==> src/rtl/rule_line_syntax_checker_unit_defines.svh <==
// assertion helpers shared by the rule line checker
`ifndef RULE_LINE_SYNTAX_CHECKER_UNIT_DEFINES_SVH
`define RULE_LINE_SYNTAX_CHECKER_UNIT_DEFINES_SVH

// checked only while out of reset
`define RLSC_ASSERT(label, prop, msg) \
  label: assert property (@(posedge clk) disable iff (!rst_n) prop) else $error(msg);

// checked on every edge, reset included
`define RLSC_ASSERT_ALWAYS(label, prop, msg) \
  label: assert property (@(posedge clk) prop) else $error(msg);

`endif

==> src/rtl/rlsc_pkg.sv <==
`default_nettype none
package rlsc_pkg;

  // input commands
  localparam logic [1:0] CMD_CHAR     = 2'd0;
  localparam logic [1:0] CMD_EOL      = 2'd1;
  localparam logic [1:0] CMD_NEW_FILE = 2'd2;

  // error codes, first one found on a line wins
  localparam logic [3:0] ERR_NONE          = 4'd0;
  localparam logic [3:0] ERR_STATE_EMPTY   = 4'd1;
  localparam logic [3:0] ERR_STATE_SPACE   = 4'd2;
  localparam logic [3:0] ERR_STATE_COMMA   = 4'd3;
  localparam logic [3:0] ERR_SYM_EMPTY     = 4'd4;
  localparam logic [3:0] ERR_SYM_ARROW     = 4'd5;
  localparam logic [3:0] ERR_SYM_BEFORE    = 4'd6;
  localparam logic [3:0] ERR_SYM_AFTER     = 4'd7;
  localparam logic [3:0] ERR_SYM_COMMA     = 4'd8;
  localparam logic [3:0] ERR_DIR_BAD       = 4'd9;
  localparam logic [3:0] ERR_DIR_COMMA     = 4'd10;
  localparam logic [3:0] ERR_NEXT_BAD      = 4'd11;

  // characters of interest
  localparam logic [7:0] CH_COMMA = 8'h2C;
  localparam logic [7:0] CH_SPACE = 8'h20;
  localparam logic [7:0] CH_DASH  = 8'h2D;
  localparam logic [7:0] CH_GT    = 8'h3E;
  localparam logic [7:0] CH_L     = 8'h4C;
  localparam logic [7:0] CH_R     = 8'h52;
  localparam logic [7:0] CH_N     = 8'h4E;

  localparam int unsigned OUT_LINE_BITS = 16;

  typedef enum logic [3:0] {
    PH_STATE  = 4'b0001,
    PH_SYMBOL = 4'b0010,
    PH_DIR    = 4'b0100,
    PH_NEXT   = 4'b1000
  } phase_t;

  typedef enum logic [2:0] {
    AR_PRE  = 3'b001,
    AR_DASH = 3'b010,
    AR_POST = 3'b100
  } arrow_t;

  typedef struct packed {
    logic [1:0] cmd;
    logic [7:0] char_code;
  } in_t;

  typedef struct packed {
    logic [3:0]               error_code;
    logic [OUT_LINE_BITS-1:0] line_number;
  } out_t;

endpackage
`default_nettype wire

==> src/rtl/rule_line_syntax_checker_unit.sv <==
// Rule line syntax checker: checks text lines of the form state,a->b,dir,next.
// Input channel (in_valid/in_ready/in_data): one command per transfer, either a
// character, an end of line or a start of new file. Result channel
// (out_valid/out_ready/out_data): one result per non-empty line, carrying the
// first error code on the line (0 if clean) and its line number within the file.
// Empty lines only advance the line number. A new file drops any partial line
// and restarts the line count.
// The line state updates at the input transfer and a result sits in the output
// register from the next cycle; one command is taken every cycle while results
// drain.
// A stalled receiver holds the output register; the input then waits until the
// pending result is taken (in_ready follows out_ready in that cycle).
// Synchronous reset clears the line state, the line counter and the output
// register's valid flag; no result is pending after reset.
`default_nettype none
module rule_line_syntax_checker_unit #(
  parameter int unsigned LINE_NUMBER_BITS = 16
) (
  input  wire logic          clk,
  input  wire logic          rst_n,
  input  wire logic          in_valid,
  output logic               in_ready,
  input  wire rlsc_pkg::in_t in_data,
  output logic               out_valid,
  input  wire logic          out_ready,
  output rlsc_pkg::out_t     out_data
);

  `include "rule_line_syntax_checker_unit_defines.svh"

  localparam int unsigned EXT_BITS = LINE_NUMBER_BITS + rlsc_pkg::OUT_LINE_BITS;

  rlsc_pkg::phase_t            phase_r, phase_nxt;
  rlsc_pkg::arrow_t            arrow_r, arrow_nxt;
  logic [1:0]                  field_cnt_r, field_cnt_nxt;
  logic [1:0]                  before_cnt_r, before_cnt_nxt;
  logic [1:0]                  after_cnt_r, after_cnt_nxt;
  logic                        line_nonempty_r, line_nonempty_nxt;
  logic                        soc_seen_r, soc_seen_nxt;
  logic                        bad_arrow_r, bad_arrow_nxt;
  logic                        dir_bad_r, dir_bad_nxt;
  logic [3:0]                  first_err_r, first_err_nxt;
  logic [LINE_NUMBER_BITS-1:0] line_cnt_r, line_cnt_nxt;
  logic                        out_valid_r, out_valid_nxt;
  rlsc_pkg::out_t              out_data_r, out_data_nxt;

  logic                        in_fire;
  logic [7:0]                  ch;
  logic [3:0]                  sym_err;
  logic [3:0]                  end_err;
  logic [EXT_BITS-1:0]         line_ext;

  function automatic logic [1:0] sat2(input logic [1:0] v);
    sat2 = (v >= 2'd2) ? 2'd2 : v + 2'd1;
  endfunction

  assign in_ready = !out_valid_r || out_ready;
  assign in_fire  = in_valid && in_ready;
  assign ch       = in_data.char_code;

  // error of the symbol field as it stands
  always_comb begin
    if (field_cnt_r == 2'd0) begin
      sym_err = rlsc_pkg::ERR_SYM_EMPTY;
    end else if (arrow_r != rlsc_pkg::AR_POST || bad_arrow_r) begin
      sym_err = rlsc_pkg::ERR_SYM_ARROW;
    end else if (before_cnt_r > 2'd1) begin
      sym_err = rlsc_pkg::ERR_SYM_BEFORE;
    end else if (after_cnt_r > 2'd1) begin
      sym_err = rlsc_pkg::ERR_SYM_AFTER;
    end else begin
      sym_err = rlsc_pkg::ERR_NONE;
    end
  end

  // error reported if the line ended now
  always_comb begin
    end_err = rlsc_pkg::ERR_NONE;
    if (first_err_r != rlsc_pkg::ERR_NONE) begin
      end_err = first_err_r;
    end else begin
      case (phase_r)
        rlsc_pkg::PH_STATE: begin
          if (field_cnt_r == 2'd0) end_err = rlsc_pkg::ERR_STATE_EMPTY;
          else if (soc_seen_r)     end_err = rlsc_pkg::ERR_STATE_SPACE;
          else                     end_err = rlsc_pkg::ERR_STATE_COMMA;
        end
        rlsc_pkg::PH_SYMBOL: begin
          if (field_cnt_r == 2'd0)                 end_err = rlsc_pkg::ERR_STATE_COMMA;
          else if (sym_err != rlsc_pkg::ERR_NONE) end_err = sym_err;
          else                                     end_err = rlsc_pkg::ERR_SYM_COMMA;
        end
        rlsc_pkg::PH_DIR: begin
          if (field_cnt_r == 2'd0)                     end_err = rlsc_pkg::ERR_SYM_COMMA;
          else if (field_cnt_r > 2'd1 || dir_bad_r)    end_err = rlsc_pkg::ERR_DIR_BAD;
          else                                         end_err = rlsc_pkg::ERR_DIR_COMMA;
        end
        rlsc_pkg::PH_NEXT: begin
          end_err = soc_seen_r ? rlsc_pkg::ERR_NEXT_BAD : rlsc_pkg::ERR_NONE;
        end
        default: begin
          end_err = rlsc_pkg::ERR_NONE;
        end
      endcase
    end
  end

  always_comb begin
    phase_nxt         = phase_r;
    arrow_nxt         = arrow_r;
    field_cnt_nxt     = field_cnt_r;
    before_cnt_nxt    = before_cnt_r;
    after_cnt_nxt     = after_cnt_r;
    line_nonempty_nxt = line_nonempty_r;
    soc_seen_nxt      = soc_seen_r;
    bad_arrow_nxt     = bad_arrow_r;
    dir_bad_nxt       = dir_bad_r;
    first_err_nxt     = first_err_r;
    line_cnt_nxt      = line_cnt_r;
    out_valid_nxt     = out_valid_r && !out_ready;
    out_data_nxt      = out_data_r;
    line_ext          = {{rlsc_pkg::OUT_LINE_BITS{1'b0}}, line_cnt_r};

    if (in_fire) begin
      case (in_data.cmd)
        rlsc_pkg::CMD_CHAR: begin
          line_nonempty_nxt = 1'b1;
          if (first_err_r == rlsc_pkg::ERR_NONE) begin
            case (phase_r)
              rlsc_pkg::PH_STATE: begin
                if (ch == rlsc_pkg::CH_COMMA) begin
                  if (field_cnt_r == 2'd0) begin
                    first_err_nxt = rlsc_pkg::ERR_STATE_EMPTY;
                  end else if (soc_seen_r) begin
                    first_err_nxt = rlsc_pkg::ERR_STATE_SPACE;
                  end else begin
                    phase_nxt      = rlsc_pkg::PH_SYMBOL;
                    field_cnt_nxt  = 2'd0;
                    soc_seen_nxt   = 1'b0;
                    arrow_nxt      = rlsc_pkg::AR_PRE;
                    before_cnt_nxt = 2'd0;
                    after_cnt_nxt  = 2'd0;
                    bad_arrow_nxt  = 1'b0;
                    dir_bad_nxt    = 1'b0;
                  end
                end else begin
                  field_cnt_nxt = sat2(field_cnt_r);
                  if (ch == rlsc_pkg::CH_SPACE) soc_seen_nxt = 1'b1;
                end
              end
              rlsc_pkg::PH_SYMBOL: begin
                if (ch == rlsc_pkg::CH_COMMA) begin
                  first_err_nxt = sym_err;
                  if (sym_err == rlsc_pkg::ERR_NONE) begin
                    phase_nxt      = rlsc_pkg::PH_DIR;
                    field_cnt_nxt  = 2'd0;
                    soc_seen_nxt   = 1'b0;
                    arrow_nxt      = rlsc_pkg::AR_PRE;
                    before_cnt_nxt = 2'd0;
                    after_cnt_nxt  = 2'd0;
                    bad_arrow_nxt  = 1'b0;
                    dir_bad_nxt    = 1'b0;
                  end
                end else begin
                  field_cnt_nxt = sat2(field_cnt_r);
                  case (arrow_r)
                    rlsc_pkg::AR_PRE: begin
                      if (ch == rlsc_pkg::CH_DASH) arrow_nxt = rlsc_pkg::AR_DASH;
                      else before_cnt_nxt = sat2(before_cnt_r);
                    end
                    rlsc_pkg::AR_DASH: begin
                      if (ch != rlsc_pkg::CH_GT) bad_arrow_nxt = 1'b1;
                      arrow_nxt = rlsc_pkg::AR_POST;
                    end
                    default: begin
                      after_cnt_nxt = sat2(after_cnt_r);
                    end
                  endcase
                end
              end
              rlsc_pkg::PH_DIR: begin
                if (ch == rlsc_pkg::CH_COMMA) begin
                  if (field_cnt_r > 2'd1 || dir_bad_r) begin
                    first_err_nxt = rlsc_pkg::ERR_DIR_BAD;
                  end else begin
                    phase_nxt      = rlsc_pkg::PH_NEXT;
                    field_cnt_nxt  = 2'd0;
                    soc_seen_nxt   = 1'b0;
                    arrow_nxt      = rlsc_pkg::AR_PRE;
                    before_cnt_nxt = 2'd0;
                    after_cnt_nxt  = 2'd0;
                    bad_arrow_nxt  = 1'b0;
                    dir_bad_nxt    = 1'b0;
                  end
                end else begin
                  field_cnt_nxt = sat2(field_cnt_r);
                  if (!(ch inside {rlsc_pkg::CH_L, rlsc_pkg::CH_R, rlsc_pkg::CH_N})) begin
                    dir_bad_nxt = 1'b1;
                  end
                end
              end
              default: begin
                if (ch == rlsc_pkg::CH_SPACE || ch == rlsc_pkg::CH_COMMA) soc_seen_nxt = 1'b1;
              end
            endcase
          end
        end
        rlsc_pkg::CMD_EOL: begin
          if (line_cnt_r != {LINE_NUMBER_BITS{1'b1}}) begin
            line_cnt_nxt = line_cnt_r + {{(LINE_NUMBER_BITS-1){1'b0}}, 1'b1};
          end
          line_ext = {{rlsc_pkg::OUT_LINE_BITS{1'b0}}, line_cnt_nxt};
          if (line_nonempty_r) begin
            out_valid_nxt           = 1'b1;
            out_data_nxt.error_code  = end_err;
            out_data_nxt.line_number = line_ext[rlsc_pkg::OUT_LINE_BITS-1:0];
          end
          phase_nxt         = rlsc_pkg::PH_STATE;
          line_nonempty_nxt = 1'b0;
          first_err_nxt     = rlsc_pkg::ERR_NONE;
          field_cnt_nxt     = 2'd0;
          soc_seen_nxt      = 1'b0;
          arrow_nxt         = rlsc_pkg::AR_PRE;
          before_cnt_nxt    = 2'd0;
          after_cnt_nxt     = 2'd0;
          bad_arrow_nxt     = 1'b0;
          dir_bad_nxt       = 1'b0;
        end
        rlsc_pkg::CMD_NEW_FILE: begin
          // partial line is dropped without a result
          line_cnt_nxt      = '0;
          phase_nxt         = rlsc_pkg::PH_STATE;
          line_nonempty_nxt = 1'b0;
          first_err_nxt     = rlsc_pkg::ERR_NONE;
          field_cnt_nxt     = 2'd0;
          soc_seen_nxt      = 1'b0;
          arrow_nxt         = rlsc_pkg::AR_PRE;
          before_cnt_nxt    = 2'd0;
          after_cnt_nxt     = 2'd0;
          bad_arrow_nxt     = 1'b0;
          dir_bad_nxt       = 1'b0;
        end
        default: begin
          // unused command, nothing changes
        end
      endcase
    end
  end

  always_ff @(posedge clk) begin
    if (!rst_n) begin
      phase_r         <= rlsc_pkg::PH_STATE;
      arrow_r         <= rlsc_pkg::AR_PRE;
      field_cnt_r     <= 2'd0;
      before_cnt_r    <= 2'd0;
      after_cnt_r     <= 2'd0;
      line_nonempty_r <= 1'b0;
      soc_seen_r      <= 1'b0;
      bad_arrow_r     <= 1'b0;
      dir_bad_r       <= 1'b0;
      first_err_r     <= rlsc_pkg::ERR_NONE;
      line_cnt_r      <= '0;
      out_valid_r     <= 1'b0;
    end else begin
      phase_r         <= phase_nxt;
      arrow_r         <= arrow_nxt;
      field_cnt_r     <= field_cnt_nxt;
      before_cnt_r    <= before_cnt_nxt;
      after_cnt_r     <= after_cnt_nxt;
      line_nonempty_r <= line_nonempty_nxt;
      soc_seen_r      <= soc_seen_nxt;
      bad_arrow_r     <= bad_arrow_nxt;
      dir_bad_r       <= dir_bad_nxt;
      first_err_r     <= first_err_nxt;
      line_cnt_r      <= line_cnt_nxt;
      out_valid_r     <= out_valid_nxt;
    end
  end

  always_ff @(posedge clk) begin
    out_data_r <= out_data_nxt;
  end

  assign out_valid = out_valid_r;
  assign out_data  = out_data_r;

  `RLSC_ASSERT(a_eol_gives_result, in_fire && in_data.cmd == rlsc_pkg::CMD_EOL && line_nonempty_r |=> out_valid_r, "end of a non-empty line gave no result")
  `RLSC_ASSERT(a_line_number_nonzero, out_valid_r |-> out_data_r.line_number != '0, "result with line number zero")
  `RLSC_ASSERT(a_error_needs_text, first_err_r != rlsc_pkg::ERR_NONE |-> line_nonempty_r, "error latched on an empty line")
  `RLSC_ASSERT(a_new_file_clears, in_fire && in_data.cmd == rlsc_pkg::CMD_NEW_FILE |=> line_cnt_r == '0 && !line_nonempty_r, "new file did not restart the line")
  `RLSC_ASSERT_ALWAYS(a_reset_empty, !rst_n |=> !out_valid_r, "result pending after reset")

endmodule
`default_nettype wire

==> config.mk <==
export PLATFORM = sky130hd
export DESIGN_NAME = rule_line_syntax_checker_unit
export DESIGN_NICKNAME = d
export VERILOG_FILES = /design/src/rtl/rlsc_pkg.sv /design/src/rtl/rule_line_syntax_checker_unit.sv
export VERILOG_INCLUDE_DIRS = /design/src /design/src/rtl
export SDC_FILE = /design/constraint.sdc
export NUM_CORES = 1
export LEC_CHECK = 0
export BUFFER_PORTS_ARGS = -buffer_cell sky130_fd_sc_hd__buf_4
export CELL_PAD_IN_SITES_DETAIL_PLACEMENT = 1
export CELL_PAD_IN_SITES_GLOBAL_PLACEMENT = 1
export CORE_MARGIN = 2
export CORE_UTILIZATION = 30
export CTS_CLUSTER_SIZE = 30
export DETAILED_ROUTE_END_ITERATION = 7
export GPL_TIMING_DRIVEN = 0
export PLACE_DENSITY_LB_ADDON = 0.1
export SYNTH_ARGS = -nofsm -noshare
export SYNTH_HDL_FRONTEND = slang
export SYNTH_SLANG_ARGS = --single-unit
export TNS_END_PERCENT = 20
==> constraint.sdc <==
create_clock -name clk -period 3.3 [get_ports clk]
set_clock_uncertainty 0.15 [all_clocks]
set_input_delay 0.165 -clock clk [delete_from_list [all_inputs] [get_ports clk]]
set_output_delay 0.165 -clock clk [all_outputs]
set_load 0.01 [all_outputs]
==> summary.md <==
| Metric | Value |
|---|---|
| Largest net degree at the start of global routing | `21` |
| Vias in the first global route | `between 3000 and 4000` |
| Total CTS buffers | `9` |
| Pre-Repair DR Iteration Count | `4` |
| First-pass GRT wire length | `17200 µm` |
| Crit-path cells | `ha_1 > nand4_1 > or4_1 > buf_2 > buf_6 > buf_6 > mux2_1` |
| Dpl cells | `570` |
| Post-layout minimum cycle time | `2580 ps` |
| CTS sink count | `58` |
| Antenna cells | `0` |
| Non-Filler Instances | `between 500 and 600` |
| Share of the synthesized area in the top cell type | `about a fifth` |
| Tcrit/Tclk final | `between 70% and 80%` |
| CP Max Fanout | `10` |
| Clock Power Share | `roughly half` |
| Worst Setup End Kind | `flip-flop` |
| Synth cell types | `around 80` |
| Worst-margin pin slew | `approximately 860 ps` |
| Critical Path RT | `between 3000 and 4000 ps` |
| Sequential area share after synthesis | `between 30% and 40%` |
| CP arrival | `2510 ps` |
| Core area | `between 10000 and 15000 µm²` |
| Final setup viols | `0` |
| Reg2reg start | `line_cnt_r[0]` |
| Routed len/inst | `17.9 µm` |
| Nets | `around 450` |
| DRC Markers | `0` |
| H-Tree Depth | `3` |
| Vias | `3159` |
| Ratio of cells with drive above 1 in the final layout | `roughly a fifth` |
| Final WL | `between 10000 and 15000 µm` |
| FF+latch count, synth | `58` |
| Crit Path Class | `reg -> reg` |
| PortBufs | `34` |
| Hold Fails Final Rpt | `0` |
| Clock buffer depth | `2` |
| Mapped Area | `between 3000 and 4000 µm²` |
| Synth area leader | `dfxtp_1` |
| Cell count after synthesis | `389` |
| Ys flop type | `dfxtp_1` |
| Multi-input gate area | `between 2000 and 2500 µm²` |
| Synth area leaders | `dfxtp_1 21%, edfxtp_1 17%, mux2i_1 3.9%, a21oi_1 3.6%, nand2_1 3.3%` |
| Post-route ant nets | `0` |
| CP peak stage delay | `approximately 530 ps` |
| Setup TNS | `0 ps` |
| CTS clk-pin slew, worst paths | `50 ps` |
| Die Area | `roughly 13000 µm²` |
| CTS Hold Bufs | `0` |
| Sw power | `just under 0.0005 W` |
| Io pins | `36` |
| Worst Hold Class | `in -> reg` |
| Sequential power share | `37.8%` |
| Count leader, synth | `dfxtp_1` |
| Max Slew Vio Count | `0` |
| Fin Hold WS | `~33 ps` |
| FMAX | `0.388 GHz` |
| Hold path startpoint | `in_valid` |
| Area Overhead vs Synth | `20.9%` |
| YS warnings | `0` |
| Setup Fix Bufs, Post-CTS | `0` |
| Global Route Usage Sum | `between 15 and 20%` |
| Pint | `approximately 0.0015 W` |
| Critical path launch point | `line_cnt_r[0]` |
| DR vias/cell | `~5.4` |
| Comb pwr share | `between 10 and 15%` |
| Max-cap violations | `0` |
| Fillers | `around 1400` |
| Clock Latency Late Sink | `about 340 ps` |
| Initial antenna violation count | `0` |
| Synth Net Count | `408` |
| Unrepaired setup endpoints after global routing | `false` |
| Root Driver | `clkbuf_16` |
| Asr flop ratio synth | `0%` |
| DR iter-0 viols | `97` |
| Slew HR | `about 42%` |
| Register area | `~1400 µm²` |
| Syn Area/Cell | `9.27 µm²` |
| Starting Density | `30.4%` |
| EDFF count, synth | `20` |
| Outcome | `complete, no violations` |
| TritonCTS clock tree | `built` |
| P per Cell Area | `458 nW/µm²` |
| Die Ht | `around 110 µm` |
| HPWL after DPL | `just under 8000 µm` |
| Crit-path slowest cell | `or4_1` |
| Post-cts resize count | `0` |
| Gp weighted congestion | `about 0.80` |
| Cell leakage power | `1.61 nW` |
| Top cells by count, synth | `38 x dfxtp_1, 32 x nand2_1, 31 x nor2_1` |
| CP most frequent cell | `buf_6` |
| DIE WIDTH | `114 µm` |
| Peak supply drop | `0.170 mV` |
| Grt total ovfl | `0` |
| Row count | `40` |
| Switching Share | `approximately a quarter` |
| Crit path launch type | `flip-flop` |
[cell usage in the layout, fill, tap and decap left out, types with 3 or more instances in the layout]
cell type | synthesis | final
clkbuf_1 | 10 | 13
xor2_1 | 7 | 7
nand2_1 | 32 | 32
a21oi_1 | 26 | 26
or4b_1 | 3 | 3
and3_1 | 4 | 4
nand4_1 | 7 | 7
nand3_1 | 16 | 16
or2_2 | 3 | 3
xnor2_1 | 9 | 9
a211oi_1 | 5 | 5
o21bai_1 | 3 | 3
nor2_1 | 31 | 31
buf_2 | 6 | 6
clkbuf_16 | 0 | 9
o221a_2 | 3 | 3
buf_6 | 5 | 5
dfxtp_1 | 38 | 38
edfxtp_1 | 20 | 20
ha_1 | 5 | 5
or3_1 | 7 | 7
nand2b_1 | 8 | 8
mux2i_1 | 14 | 14
a31oi_1 | 8 | 8
or4_1 | 7 | 7
o211ai_1 | 3 | 3
inv_1 | 11 | 11
nor3_1 | 6 | 6
a41oi_1 | 5 | 5
o21ai_0 | 22 | 22
buf_4 | 2 | 36
[stage by stage]
step / util [%] / setup slack, ps / instance area [µm²] / total power [W]
after global routing: 36.8 / 604 / 4360 / 0.00207
final: 36.8 / 722 / 4360 / 0.00200
after detailed placement: 34.1 / 744 / 4050 / 0.000994
after CTS: 36.8 / 719 / 4360 / 0.00202
after global placement: 34.1 / 745 / 4050 / 0.000992
after floorplan: - / 961 / 3610 / 0.000920
[critical path: cells and delay by family (launching register included)]
kind | cells | cell delay (ps)
AND/OR/NAND/NOR | 2 | 680
buffers and inverters | 3 | 470
flip-flops | 1 | 440
multiplexers | 1 | 310
adder cells (fa/ha/maj) | 1 | 270
[state kept, by name, summed over array words and instances, names as in the netlist]
signal           count
out_data            20
line_cnt_r          16
first_err_r          4
phase_r              4
arrow_r              3
after_cnt_r          2
before_cnt_r         2
field_cnt_r          2
bad_arrow_r          1
dir_bad_r            1
line_nonempty_r      1
out_valid            1
soc_seen_r           1
[area by class of cell]
class	count	area share, %
repair buffers	34	5.85
flip-flops and latches	58	31.2
clock buffers	13	5.74
multi-input cells	295	47.2
well taps	147	4.22
inverters	11	0.947
clock inverters	3	1.49
plain buffers	25	3.38
[kinds of logic (layout without fill, tap and decap cells)]
group / after synthesis / in the layout / share of synthesized area [%]
compound gates: 110 / 110 / 23.6
mux: 15 / 15 / 4.20
buf+inv: 36 / 86 / 5.24
xor+xnor: 16 / 16 / 3.88
flops: 58 / 58 / 37.7
fa+ha+maj: 5 / 5 / 1.73
simple gates: 149 / 149 / 23.7
[per-layer routing]
metal  vias up  GRT usage [%]  wire length (µm)
met4         0           5.61               156
met3        13           4.09               302
met2        43           30.0              5160
met5         -              0                 0
li1       1561              -                 -
met1      1542           20.9              4890
[final timing paths]
kind	cells past startpoint	end	slack [ps]
worst max-delay path	7	out_data[1]	720
worst min-delay path	3	out_valid	30
worst max register to register	7	out_data[1]	720
worst min register to register	2	dir_bad_r	330
[power by group through the flow]
stage | clock network (W) | registers [W] | logic (W)
global route | 0.00107 | 0.000756 | 0.000245
CTS | 0.00104 | 0.000755 | 0.000224
detailed placement | 0 | 0.000770 | 0.000223
finish | 0.00102 | 0.000755 | 0.000223
global placement | 0 | 0.000770 | 0.000222
floorplan | 0 | 0.000769 | 0.000152
Note: power is estimated with default switching activity, not from simulation.
